File: config.mk
export PLATFORM = sky130hd
export DESIGN_NAME = nearest_neighbor_frame_scaler
export DESIGN_NICKNAME = d
export VERILOG_FILES = /design/src/rtl/core/nnfs_pkg.sv /design/src/rtl/core/nnfs_div.sv /design/src/rtl/core/nnfs_ctrl.sv /design/src/rtl/core/nnfs_dp.sv /design/src/rtl/core/nearest_neighbor_frame_scaler.sv
export SDC_FILE = /design/constraint.sdc
export NUM_CORES = 2
export LEC_CHECK = 0
export BUFFER_PORTS_ARGS = -buffer_cell sky130_fd_sc_hd__buf_4
export CAP_MARGIN = 30
export CORE_UTILIZATION = 64
export DETAILED_ROUTE_END_ITERATION = 12
export PLACE_DENSITY = 0.95
export REMOVE_ABC_BUFFERS = 1
export SYNTH_ARGS = -nofsm -noshare
export SYNTH_HDL_FRONTEND = slang
export SYNTH_HIERARCHICAL = 1
export SYNTH_SLANG_ARGS = --single-unit
File: constraint.sdc
create_clock -name i_clk -period 9.76 [get_ports i_clk]
set_clock_uncertainty 0.05 [all_clocks]
set_input_delay 1.952 -clock i_clk [delete_from_list [all_inputs] [get_ports i_clk]]
set_output_delay 1.952 -clock i_clk [all_outputs]
set_load 0.05 [all_outputs]
File: src/rtl/core/nnfs_pkg.sv
// Shared constants, types and codes for the nearest-neighbor frame scaler.
`default_nettype none

package nnfs_pkg;

    localparam int MAX_DIM          = 4096;
    localparam int MAX_SPAN_DEFAULT = 8;

    localparam int DIM_W   = $clog2(MAX_DIM + 1);
    localparam int CNT_W   = $clog2(MAX_DIM);
    localparam int ADDR_W  = 24;
    localparam int DATA_W  = 32;
    localparam int APB_DW  = 32;
    localparam int NUM_REGS = 5;
    localparam int REG_IDX_W = $clog2(NUM_REGS);
    localparam int PADDR_W = REG_IDX_W + 2;

    localparam logic [REG_IDX_W-1:0] REG_DEST_WIDTH  = REG_IDX_W'(0);
    localparam logic [REG_IDX_W-1:0] REG_DEST_HEIGHT = REG_IDX_W'(1);
    localparam logic [REG_IDX_W-1:0] REG_SRC_WIDTH   = REG_IDX_W'(2);
    localparam logic [REG_IDX_W-1:0] REG_SRC_HEIGHT  = REG_IDX_W'(3);
    localparam logic [REG_IDX_W-1:0] REG_PIXEL_MODE  = REG_IDX_W'(4);

    localparam logic [DIM_W-1:0] RST_DEST_WIDTH  = DIM_W'(1920);
    localparam logic [DIM_W-1:0] RST_DEST_HEIGHT = DIM_W'(1080);
    localparam logic [DIM_W-1:0] RST_SRC_WIDTH   = DIM_W'(1920);
    localparam logic [DIM_W-1:0] RST_SRC_HEIGHT  = DIM_W'(1080);

    typedef enum logic [2:0] {
        S_IDLE,
        S_CHECK,
        S_ROW_BEGIN,
        S_ROW_END,
        S_COL_BEGIN,
        S_COL_END,
        S_SETUP,
        S_EMIT
    } t_state;

    typedef enum logic [1:0] {
        DIV_ROW_BEGIN,
        DIV_ROW_END,
        DIV_COL_BEGIN,
        DIV_COL_END
    } t_div_sel;

    // effective (clamped) dimensions and mode
    typedef struct packed {
        logic [DIM_W-1:0] dw;
        logic [DIM_W-1:0] dh;
        logic [DIM_W-1:0] sw;
        logic [DIM_W-1:0] sh;
        logic             mode;
    } t_cfg;

    typedef struct packed {
        logic     accept;
        logic     div_start;
        t_div_sel div_sel;
        logic     col_reuse;
        logic     setup;
        logic     emit;
    } t_cmd;

    typedef struct packed {
        logic div_done;
        logic row_hit;
        logic col_hit;
        logic span_zero;
        logic out_free;
        logic beat_last;
    } t_sts;

endpackage

`default_nettype wire

File: src/rtl/core/nnfs_div.sv
// Restoring divider, one quotient bit per cycle, for quotients that fit DIM_W bits.
`default_nettype none

module nnfs_div (
    input  wire logic                         i_clk,
    input  wire logic                         i_rst_n,
    input  wire logic                         i_start,
    input  wire logic [2*nnfs_pkg::DIM_W-1:0] i_numer,
    input  wire logic [nnfs_pkg::DIM_W-1:0]   i_denom,
    output logic                              o_done,
    output logic [nnfs_pkg::DIM_W-1:0]        o_quot
);
    import nnfs_pkg::*;

    localparam int CW = $clog2(DIM_W);

    logic              r_busy;
    logic              r_done;
    logic [CW-1:0]     r_cnt;
    logic [DIM_W-1:0]  r_rem;
    logic [DIM_W-1:0]  r_quo;
    logic [DIM_W-1:0]  r_den;

    logic [DIM_W:0]    trial;
    logic              ge;
    logic [DIM_W-1:0]  n_rem;

    // numerator high half is below the divisor, so DIM_W steps give the quotient
    always_comb begin
        trial = {r_rem, r_quo[DIM_W-1]};
        ge    = (trial >= {1'b0, r_den});
        n_rem = ge ? DIM_W'(trial - {1'b0, r_den}) : trial[DIM_W-1:0];
    end

    always_ff @(posedge i_clk) begin
        if (!i_rst_n) begin
            r_busy <= 1'b0;
            r_done <= 1'b0;
            r_cnt  <= '0;
        end else begin
            r_done <= 1'b0;
            if (i_start) begin
                r_busy <= 1'b1;
                r_cnt  <= '0;
            end else if (r_busy) begin
                r_cnt <= r_cnt + CW'(1);
                if (r_cnt == CW'(DIM_W - 1)) begin
                    r_busy <= 1'b0;
                    r_done <= 1'b1;
                end
            end
        end
    end

    always_ff @(posedge i_clk) begin
        if (i_start) begin
            r_rem <= i_numer[2*DIM_W-1:DIM_W];
            r_quo <= i_numer[DIM_W-1:0];
            r_den <= i_denom;
        end else if (r_busy) begin
            r_rem <= n_rem;
            r_quo <= {r_quo[DIM_W-2:0], ge};
        end
    end

    assign o_done = r_done;
    assign o_quot = r_quo;

endmodule

`default_nettype wire

File: src/rtl/core/nnfs_ctrl.sv
// Sequencer: per pixel, runs the needed divisions, then issues the write beats.
`default_nettype none

module nnfs_ctrl (
    input  wire logic          i_clk,
    input  wire logic          i_rst_n,
    input  wire logic          i_valid,
    output logic               o_stall,
    input  wire nnfs_pkg::t_sts i_sts,
    output nnfs_pkg::t_cmd     o_cmd
);
    import nnfs_pkg::*;

    t_state r_state;
    t_state n_state;

    always_ff @(posedge i_clk) begin
        if (!i_rst_n) begin
            r_state <= S_IDLE;
        end else begin
            r_state <= n_state;
        end
    end

    always_comb begin
        n_state = r_state;
        o_stall = 1'b1;
        o_cmd   = '0;
        o_cmd.div_sel = DIV_COL_END;
        case (r_state)
            S_IDLE: begin
                o_stall = 1'b0;
                if (i_valid) begin
                    o_cmd.accept = 1'b1;
                    n_state      = S_CHECK;
                end
            end
            S_CHECK: begin
                o_cmd.col_reuse = i_sts.col_hit;
                o_cmd.div_start = 1'b1;
                if (!i_sts.row_hit) begin
                    o_cmd.div_sel = DIV_ROW_BEGIN;
                    n_state       = S_ROW_BEGIN;
                end else if (!i_sts.col_hit) begin
                    o_cmd.div_sel = DIV_COL_BEGIN;
                    n_state       = S_COL_BEGIN;
                end else begin
                    o_cmd.div_sel = DIV_COL_END;
                    n_state       = S_COL_END;
                end
            end
            S_ROW_BEGIN: begin
                if (i_sts.div_done) begin
                    o_cmd.div_start = 1'b1;
                    o_cmd.div_sel   = DIV_ROW_END;
                    n_state         = S_ROW_END;
                end
            end
            S_ROW_END: begin
                if (i_sts.div_done) begin
                    o_cmd.div_start = 1'b1;
                    if (i_sts.col_hit) begin
                        o_cmd.div_sel = DIV_COL_END;
                        n_state       = S_COL_END;
                    end else begin
                        o_cmd.div_sel = DIV_COL_BEGIN;
                        n_state       = S_COL_BEGIN;
                    end
                end
            end
            S_COL_BEGIN: begin
                if (i_sts.div_done) begin
                    o_cmd.div_start = 1'b1;
                    o_cmd.div_sel   = DIV_COL_END;
                    n_state         = S_COL_END;
                end
            end
            S_COL_END: begin
                if (i_sts.div_done) begin
                    n_state = S_SETUP;
                end
            end
            S_SETUP: begin
                o_cmd.setup = 1'b1;
                n_state     = S_EMIT;
            end
            S_EMIT: begin
                // empty column span: pixel makes no write
                if (i_sts.span_zero) begin
                    n_state = S_IDLE;
                end else if (i_sts.out_free) begin
                    o_cmd.emit = 1'b1;
                    if (i_sts.beat_last) begin
                        n_state = S_IDLE;
                    end
                end
            end
            default: begin
                n_state = S_IDLE;
            end
        endcase
    end

endmodule

`default_nettype wire

File: src/rtl/core/nnfs_dp.sv
// Datapath: source counters, span caches, divider, address generation, output register.
`default_nettype none

module nnfs_dp #(
    parameter int MAX_SPAN = nnfs_pkg::MAX_SPAN_DEFAULT
) (
    input  wire logic                         i_clk,
    input  wire logic                         i_rst_n,
    input  wire nnfs_pkg::t_cfg               i_cfg,
    input  wire logic                         i_cfg_wr,
    input  wire nnfs_pkg::t_cmd               i_cmd,
    output nnfs_pkg::t_sts                    o_sts,
    input  wire logic [nnfs_pkg::DATA_W-1:0]  i_pixel,
    input  wire logic                         i_frame_start,
    input  wire logic                         i_stall,
    output logic                              o_valid,
    output logic [nnfs_pkg::ADDR_W-1:0]       o_address,
    output logic [nnfs_pkg::DATA_W-1:0]       o_data,
    output logic                              o_last
);
    import nnfs_pkg::*;

    localparam int SPAN_W = $clog2(MAX_SPAN + 1);

    function automatic logic [DATA_W-1:0] to_565(input logic [DATA_W-1:0] p);
        logic [7:0] r;
        logic [7:0] g;
        logic [7:0] b;
        r = p[23:16];
        g = p[15:8];
        b = p[7:0];
        to_565 = {16'h0000, r[7:3], g[7:2], b[7:3]};
    endfunction

    // source position counters (state carried between pixels)
    logic [CNT_W-1:0]  r_col_cnt;
    logic [CNT_W-1:0]  r_row_cnt;
    // position of the pixel being worked on
    logic [CNT_W-1:0]  r_cur_x;
    logic [CNT_W-1:0]  r_cur_y;
    logic [DATA_W-1:0] r_data;

    // row cache: begin/end of row span for source row r_row_key
    logic              r_row_ok;
    logic [CNT_W-1:0]  r_row_key;
    logic [DIM_W-1:0]  r_row_begin;
    logic [DIM_W-1:0]  r_row_end;
    // column: end of last span doubles as start of column r_col_key
    logic              r_col_ok;
    logic [DIM_W-1:0]  r_col_key;
    logic [DIM_W-1:0]  r_col_begin;
    logic [DIM_W-1:0]  r_col_end;

    t_div_sel          r_div_sel;

    logic [SPAN_W-1:0] r_c_span;
    logic [SPAN_W-1:0] r_r_span;
    logic [SPAN_W-1:0] r_c;
    logic [SPAN_W-1:0] r_r;
    logic [ADDR_W-1:0] r_row_base;

    logic              r_out_valid;

    // accept-time counter resolution
    logic [DIM_W-1:0]  x0, y0, x1, y1, y2, nx, ny;

    logic [DIM_W-1:0]     div_k;
    logic [DIM_W-1:0]     div_d;
    logic [DIM_W-1:0]     div_s;
    logic [2*DIM_W-1:0]   div_numer;
    logic                 div_done;
    logic [DIM_W-1:0]     div_quot;

    logic [DIM_W-1:0]     col_diff;
    logic [DIM_W-1:0]     row_diff;
    logic [SPAN_W-1:0]    n_c_span;
    logic [SPAN_W-1:0]    n_r_span;
    logic [2*DIM_W-1:0]   base_prod;
    logic                 c_wrap;
    logic                 beat_last;
    logic                 out_free;

    always_comb begin
        x0 = i_frame_start ? '0 : DIM_W'(r_col_cnt);
        y0 = i_frame_start ? '0 : DIM_W'(r_row_cnt);
        if (x0 >= i_cfg.sw) begin
            x1 = '0;
            y1 = y0 + DIM_W'(1);
        end else begin
            x1 = x0;
            y1 = y0;
        end
        y2 = (y1 >= i_cfg.sh) ? '0 : y1;
        nx = x1 + DIM_W'(1);
        ny = y2;
        if (nx >= i_cfg.sw) begin
            nx = '0;
            ny = y2 + DIM_W'(1);
            if (ny >= i_cfg.sh) begin
                ny = '0;
            end
        end
    end

    always_comb begin
        case (i_cmd.div_sel)
            DIV_ROW_BEGIN: begin
                div_k = DIM_W'(r_cur_y);
                div_d = i_cfg.dh;
                div_s = i_cfg.sh;
            end
            DIV_ROW_END: begin
                div_k = DIM_W'(r_cur_y) + DIM_W'(1);
                div_d = i_cfg.dh;
                div_s = i_cfg.sh;
            end
            DIV_COL_BEGIN: begin
                div_k = DIM_W'(r_cur_x);
                div_d = i_cfg.dw;
                div_s = i_cfg.sw;
            end
            default: begin
                div_k = DIM_W'(r_cur_x) + DIM_W'(1);
                div_d = i_cfg.dw;
                div_s = i_cfg.sw;
            end
        endcase
        div_numer = (2*DIM_W)'(div_k) * (2*DIM_W)'(div_d);
    end

    nnfs_div u_div (
        .i_clk   (i_clk),
        .i_rst_n (i_rst_n),
        .i_start (i_cmd.div_start),
        .i_numer (div_numer),
        .i_denom (div_s),
        .o_done  (div_done),
        .o_quot  (div_quot)
    );

    always_comb begin
        col_diff = r_col_end - r_col_begin;
        n_c_span = (col_diff > DIM_W'(MAX_SPAN)) ? SPAN_W'(MAX_SPAN)
                                                 : col_diff[SPAN_W-1:0];
        row_diff = r_row_end - r_row_begin;
        if (r_row_end > r_row_begin) begin
            n_r_span = (row_diff > DIM_W'(MAX_SPAN)) ? SPAN_W'(MAX_SPAN)
                                                     : row_diff[SPAN_W-1:0];
        end else begin
            n_r_span = SPAN_W'(1);
        end
        base_prod = (2*DIM_W)'(r_row_begin) * (2*DIM_W)'(i_cfg.dw);
        c_wrap    = ((r_c + SPAN_W'(1)) == r_c_span);
        beat_last = c_wrap && ((r_r + SPAN_W'(1)) == r_r_span);
        out_free  = !r_out_valid || !i_stall;
    end

    always_comb begin
        o_sts.div_done  = div_done;
        o_sts.row_hit   = r_row_ok && (r_row_key == r_cur_y);
        o_sts.col_hit   = r_col_ok && (r_col_key == DIM_W'(r_cur_x));
        o_sts.span_zero = (r_c_span == '0);
        o_sts.out_free  = out_free;
        o_sts.beat_last = beat_last;
    end

    // control state
    always_ff @(posedge i_clk) begin
        if (!i_rst_n) begin
            r_col_cnt   <= '0;
            r_row_cnt   <= '0;
            r_row_ok    <= 1'b0;
            r_col_ok    <= 1'b0;
            r_out_valid <= 1'b0;
        end else begin
            if (i_cmd.accept) begin
                r_col_cnt <= nx[CNT_W-1:0];
                r_row_cnt <= ny[CNT_W-1:0];
            end
            if (div_done) begin
                case (r_div_sel)
                    DIV_ROW_BEGIN: r_row_ok <= 1'b0;
                    DIV_ROW_END:   r_row_ok <= 1'b1;
                    DIV_COL_END:   r_col_ok <= 1'b1;
                    default:       ;
                endcase
            end
            // dimensions may have changed: drop cached spans
            if (i_cfg_wr) begin
                r_row_ok <= 1'b0;
                r_col_ok <= 1'b0;
            end
            if (i_cmd.emit) begin
                r_out_valid <= 1'b1;
            end else if (!i_stall) begin
                r_out_valid <= 1'b0;
            end
        end
    end

    // payload
    always_ff @(posedge i_clk) begin
        if (i_cmd.accept) begin
            r_cur_x <= x1[CNT_W-1:0];
            r_cur_y <= y2[CNT_W-1:0];
            r_data  <= i_cfg.mode ? to_565(i_pixel) : i_pixel;
        end
        if (i_cmd.div_start) begin
            r_div_sel <= i_cmd.div_sel;
        end
        if (i_cmd.col_reuse) begin
            r_col_begin <= r_col_end;
        end
        if (div_done) begin
            case (r_div_sel)
                DIV_ROW_BEGIN: r_row_begin <= div_quot;
                DIV_ROW_END: begin
                    r_row_end <= div_quot;
                    r_row_key <= r_cur_y;
                end
                DIV_COL_BEGIN: r_col_begin <= div_quot;
                default: begin
                    r_col_end <= div_quot;
                    r_col_key <= DIM_W'(r_cur_x) + DIM_W'(1);
                end
            endcase
        end
        if (i_cmd.setup) begin
            r_c_span   <= n_c_span;
            r_r_span   <= n_r_span;
            r_c        <= '0;
            r_r        <= '0;
            r_row_base <= base_prod[ADDR_W-1:0];
        end else if (i_cmd.emit) begin
            if (c_wrap) begin
                r_c        <= '0;
                r_r        <= r_r + SPAN_W'(1);
                r_row_base <= r_row_base + ADDR_W'(i_cfg.dw);
            end else begin
                r_c <= r_c + SPAN_W'(1);
            end
        end
        if (i_cmd.emit) begin
            o_address <= r_row_base + ADDR_W'(r_col_begin) + ADDR_W'(r_c);
            o_data    <= r_data;
            o_last    <= beat_last;
        end
    end

    assign o_valid = r_out_valid;

endmodule

`default_nettype wire

File: src/rtl/core/nearest_neighbor_frame_scaler.sv
// Top level: register port, controller and datapath of the frame scaler.
//
// Each source pixel (raster order, frame_start marks the first) becomes up to
// MAX_SPAN x MAX_SPAN framebuffer write beats, row by row, left to right, the
// final one flagged by last. One pixel is in work at a time: first its divisions,
// then its write beats, if any (a pixel with an empty column span makes no write).
// The time is set by a 13-step restoring divider that yields one quotient bit
// per cycle and computes the column span end; its start is reused from the
// previous pixel. On a new source row, on the first pixel and after any
// register write, three more divisions run; a frame restart inside the same
// row adds one. Write beats leave through an output register, so the last beat may
// wait there without holding back the start of the next pixel.
// Write registers only while idle.
`default_nettype none

module nearest_neighbor_frame_scaler #(
    parameter int MAX_SPAN = nnfs_pkg::MAX_SPAN_DEFAULT
) (
    input  wire logic                          i_clk,
    input  wire logic                          i_rst_n,
    // register port
    input  wire logic                          psel,
    input  wire logic                          penable,
    input  wire logic                          pwrite,
    input  wire logic [nnfs_pkg::PADDR_W-1:0]  paddr,
    input  wire logic [nnfs_pkg::APB_DW-1:0]   pwdata,
    output logic [nnfs_pkg::APB_DW-1:0]        prdata,
    output logic                               pready,
    // source pixels
    input  wire logic                          i_valid,
    output logic                               o_stall,
    input  wire logic [nnfs_pkg::DATA_W-1:0]   i_pixel,
    input  wire logic                          i_frame_start,
    // framebuffer writes
    output logic                               o_valid,
    input  wire logic                          i_stall,
    output logic [nnfs_pkg::ADDR_W-1:0]        o_address,
    output logic [nnfs_pkg::DATA_W-1:0]        o_data,
    output logic                               o_last
);
    import nnfs_pkg::*;

    function automatic logic [DIM_W-1:0] eff_dim(input logic [DIM_W-1:0] v);
        if (v == '0) begin
            eff_dim = DIM_W'(1);
        end else if (v > DIM_W'(MAX_DIM)) begin
            eff_dim = DIM_W'(MAX_DIM);
        end else begin
            eff_dim = v;
        end
    endfunction

    logic [DIM_W-1:0]     r_dest_width;
    logic [DIM_W-1:0]     r_dest_height;
    logic [DIM_W-1:0]     r_src_width;
    logic [DIM_W-1:0]     r_src_height;
    logic                 r_pixel_mode;

    logic                 cfg_wr;
    logic [REG_IDX_W-1:0] reg_idx;
    t_cfg                 cfg;
    t_cmd                 cmd;
    t_sts                 sts;

    assign pready  = 1'b1;
    assign reg_idx = paddr[PADDR_W-1:2];
    assign cfg_wr  = psel && penable && pwrite;

    always_ff @(posedge i_clk) begin
        if (!i_rst_n) begin
            r_dest_width  <= RST_DEST_WIDTH;
            r_dest_height <= RST_DEST_HEIGHT;
            r_src_width   <= RST_SRC_WIDTH;
            r_src_height  <= RST_SRC_HEIGHT;
            r_pixel_mode  <= 1'b0;
        end else if (cfg_wr) begin
            case (reg_idx)
                REG_DEST_WIDTH:  r_dest_width  <= pwdata[DIM_W-1:0];
                REG_DEST_HEIGHT: r_dest_height <= pwdata[DIM_W-1:0];
                REG_SRC_WIDTH:   r_src_width   <= pwdata[DIM_W-1:0];
                REG_SRC_HEIGHT:  r_src_height  <= pwdata[DIM_W-1:0];
                REG_PIXEL_MODE:  r_pixel_mode  <= pwdata[0];
                default:         ;
            endcase
        end
    end

    always_comb begin
        case (reg_idx)
            REG_DEST_WIDTH:  prdata = APB_DW'(r_dest_width);
            REG_DEST_HEIGHT: prdata = APB_DW'(r_dest_height);
            REG_SRC_WIDTH:   prdata = APB_DW'(r_src_width);
            REG_SRC_HEIGHT:  prdata = APB_DW'(r_src_height);
            REG_PIXEL_MODE:  prdata = APB_DW'(r_pixel_mode);
            default:         prdata = '0;
        endcase
    end

    always_comb begin
        cfg.dw   = eff_dim(r_dest_width);
        cfg.dh   = eff_dim(r_dest_height);
        cfg.sw   = eff_dim(r_src_width);
        cfg.sh   = eff_dim(r_src_height);
        cfg.mode = r_pixel_mode;
    end

    nnfs_ctrl u_ctrl (
        .i_clk   (i_clk),
        .i_rst_n (i_rst_n),
        .i_valid (i_valid),
        .o_stall (o_stall),
        .i_sts   (sts),
        .o_cmd   (cmd)
    );

    nnfs_dp #(
        .MAX_SPAN (MAX_SPAN)
    ) u_dp (
        .i_clk         (i_clk),
        .i_rst_n       (i_rst_n),
        .i_cfg         (cfg),
        .i_cfg_wr      (cfg_wr),
        .i_cmd         (cmd),
        .o_sts         (sts),
        .i_pixel       (i_pixel),
        .i_frame_start (i_frame_start),
        .i_stall       (i_stall),
        .o_valid       (o_valid),
        .o_address     (o_address),
        .o_data        (o_data),
        .o_last        (o_last)
    );

endmodule

`default_nettype wire

==> results.md <==
* Outcome: complete, no violations
* Setup violators final at 0
* Sequential share of the synthesized area at 0.302
* GPL Wtd Cong at ~0.96
* Routed WL at 83,800 µm
* Asr flop ratio synth at 0
* Clock latency at the later pin of the worst-skew pair at 0.59 ns
* Fraction of layout cells with a size suffix above 1 at 0.103
* Maximum clock rate at between 100 and 150 MHz
* WP data arrival at ~9.2 ns
* Via total after detailed routing at around 26,000
* Aggregate global-route resource usage at 0.333
* Post-synthesis cell area at 32,200 µm²
* Max Slew Vio Count at 0
* Hold Path Origin: u_dp/r_data[5]
* Final Non-Filler Cells at between 4,000 and 5,000
* First DRT Iteration DRCs at roughly 2,700
* Share of synthesized cell area in and, or, nand and nor gates at 0.178
* Max_slew headroom at 0.286
* Clock H-tree levels at 2
* Worst setup SP type: register
* Post-CTS Hold Fix Bufs at 0
* Clock Path Buffers at 3
* Tightest Pin Transition at 1.07 ns
* Synth cell types at between 90 and 100
* Vias in the first global route at approximately 26,000
* Util after Layout at 0.712
* Area growth, synth to finish at 8.90%
* R2R setup slack at 0.80 ns
* Number of cells after detailed placement at 4,025
* Largest cells by area after synthesis: edfxtp_1, fa_1, ha_1
* CP max-delay cell: fa_1
* Most frequent cells in the layout: inv_1, nand2_1, ha_1
* Clock sinks at 360
* Unrepaired setup endpoints after global routing: false
* DR WL met3 at ~7500 µm
* Initial Util at 0.654
* Synth Area in Adders at 0.259
* Crit path time final at between 8 and 9 ns
* Final Net Count at around 4,000
* Yosys top cell area share at 0.233
* # Post-CTS Setup Buffers at 0
* Start point of the critical path: u_dp/r_cur_y[8]
* CTS tree: built
* Die X at between 200 and 250 µm
* Drc violations at 0
* Antenna violations before repair at 0
* First-pass GRT wire length at about 130,000 µm
* Max Cap Violations at 0
* Post-Syn Instances at 3,330
* Setup TNS at 0 ns
* Most common cell after layout, fill and taps aside: inv_1
* Largest net degree at the start of global routing at 84
* End of the worst hold path: u_dp/o_data[5]
* EDFF count, synth at 250
* Crit path kind: register to register
* 1st-pass router iterations at 7
* Post-layout worst setup margin at roughly 0.8 ns
* Met1 WL at 30,200 µm
* Largest family of logic cells by synthesized area: adder cells
* Met2 WL post-DR at 40,900 µm
* Post-synthesis mux area share at 0.0538
* Most used cell, CP: fa_1
* Critical path peak fanout at 20
* Die area at just over 50,000 µm²
* Hpwl dp at 60,200 µm
* Main synth FF type: edfxtp_1
* Top sig layer: met4
* Grt ovf at 0
* DR vias/cell at ~6.3
* IO Port Bufs at around 130
* Final ANT Viol Nets at 0
* Cell Pwr Density at approximately 370 nW/µm²
* HP Class: register to register
* IO Pins at around 170
* Crit path largest cell delay at 0.54 ns
* Mean Syn Cell Area at 9.67 µm²
* CTS clk-pin slew, worst paths at 0.06 ns
* Num CTS Buffers at 40
* Crit. End Element: register
* # fillers at 3,252
* CTS root buf: clkbuf_16
* Post_cts resized at 0
* Worst r2r path cells at 32
* Core ar. at approximately 49,000 µm²
* FF-to-FF Start: u_dp/r_cur_y[8]
* Tcrit/Tclk final at 0.919
* Chip Height at approximately 230 µm
* Lkg Pwr at ~0.016 µW
* Dpl ws at between 0.5 and 0.6 ns
* Ys Warns at 6
* Synth Register Bits at 360
* Row Count at 81
* CP required at 10.03 ns
* Worst hold stages at 0
* Avg WL per Cell at 20.4 µm
* Xor/xnor share of the synthesized area at 0.0503
* Reg2reg end: u_dp/u_div/r_rem[10]
* Dominant cell type by area after synthesis: edfxtp_1
* Final Hold Viols at 0
* Worst IR Drop VDD at approximately 1100 µV
* Compound-Gate Fraction of Synth Area at 0.0877
==> worst max-delay path by stage <==
| stage | to | slack (ns) | depth (start not counted) |
|---|---|---|---|
| 6_report | u_dp/u_div/r_rem[10] | 0.80 | 32 |
| 5_1_grt | u_dp/u_div/r_rem[10] | 0.40 | 33 |
| 4_1_cts | u_dp/r_row_cnt[10] | 0.98 | 28 |
| 3_5_place_dp | u_dp/r_row_cnt[10] | 0.53 | 28 |
| 3_3_place_gp | u_dp/r_row_cnt[10] | 0.66 | 28 |
| 2_1_floorplan | u_dp/r_row_cnt[11] | 1.30 | 25 |
==> where the power goes <==
part / internal (µW) / switching (µW)
combinational: 3870 / 5450
clock: 940 / 671
sequential: 2000 / 192
==> cell families after synthesis <==
family | Yosys count
mux | 152
simple gates | 1136
flops | 360
buf+inv | 556
fa+ha+maj | 516
compound gates | 423
xor+xnor | 185
other cells | 2
==> critical path, delay by kind of cell (launching register included) <==
family / cells / cell delay (ns)
flops: 1 / 0.52
compound gates: 8 / 2.11
buf+inv: 5 / 0.70
xor+xnor: 3 / 0.48
fa+ha+maj: 6 / 2.78
simple gates: 10 / 2.05
==> stage by stage <==
step | hold slack (ns) | area [µm²] | power [µW]
after floorplan | 0.350 | 31500 | 8820
after global placement | 0.350 | 33600 | 10600
after detailed placement | 0.355 | 33700 | 11100
after CTS | 0.369 | 35100 | 12800
after global routing | 0.375 | 35100 | 14100
final | 0.368 | 35100 | 13100
==> registers in the layout (all words and copies together) (netlist names), 24 cells and up <==
name             cells
u_dp/o_data         32
u_dp/r_row_base     24
u_dp/o_address      24
u_dp/r_data         32
==> final cells by class <==
class | instances | area, µm² | share of cell area
flip-flops and latches | 360 | 9710 | 0.277
clock buffers | 54 | 1130 | 0.0324
multi-input cells | 2432 | 20300 | 0.580
repair buffers | 171 | 1280 | 0.0366
inverters | 398 | 1490 | 0.0426
well taps | 664 | 831 | 0.0237
diodes | 2 | 5.00 | 0.000143
clock inverters | 20 | 270 | 0.00771
==> metal layers <==
layer	global-route usage	vias up
met2	0.567	1539
li1	-	11355
met3	0.0669	426
met4	0.196	0
met1	0.388	12377
met5	0	-
==> cell usage after synthesis, types with 8 or more instances <==
cell and count:
buf_4 25, inv_1 397, mux4_2 12, xnor2_1 107, nand2_1 385, nor3_1 50, and3_1 33, o21ai_0 92
and2_1 87, o211ai_1 10, xor2_1 78, fa_1 250, edfxtp_1 250, a21oi_1 114, nand4_1 31, nand2b_1 32
a31oi_1 26, ha_1 266, nor2b_1 163, nor2_1 184, or2_2 15, o311ai_0 11, nand3b_1 13, or3_1 15
mux2_2 47, clkbuf_1 113, nor3b_1 8, nand3_1 56, a211oi_1 19, a21o_1 28, dfxtp_1 110, nor4_1 24
a21boi_0 11, o22ai_1 8, mux2i_1 92, o21a_1 20
(Power assumes the default switching activity.)
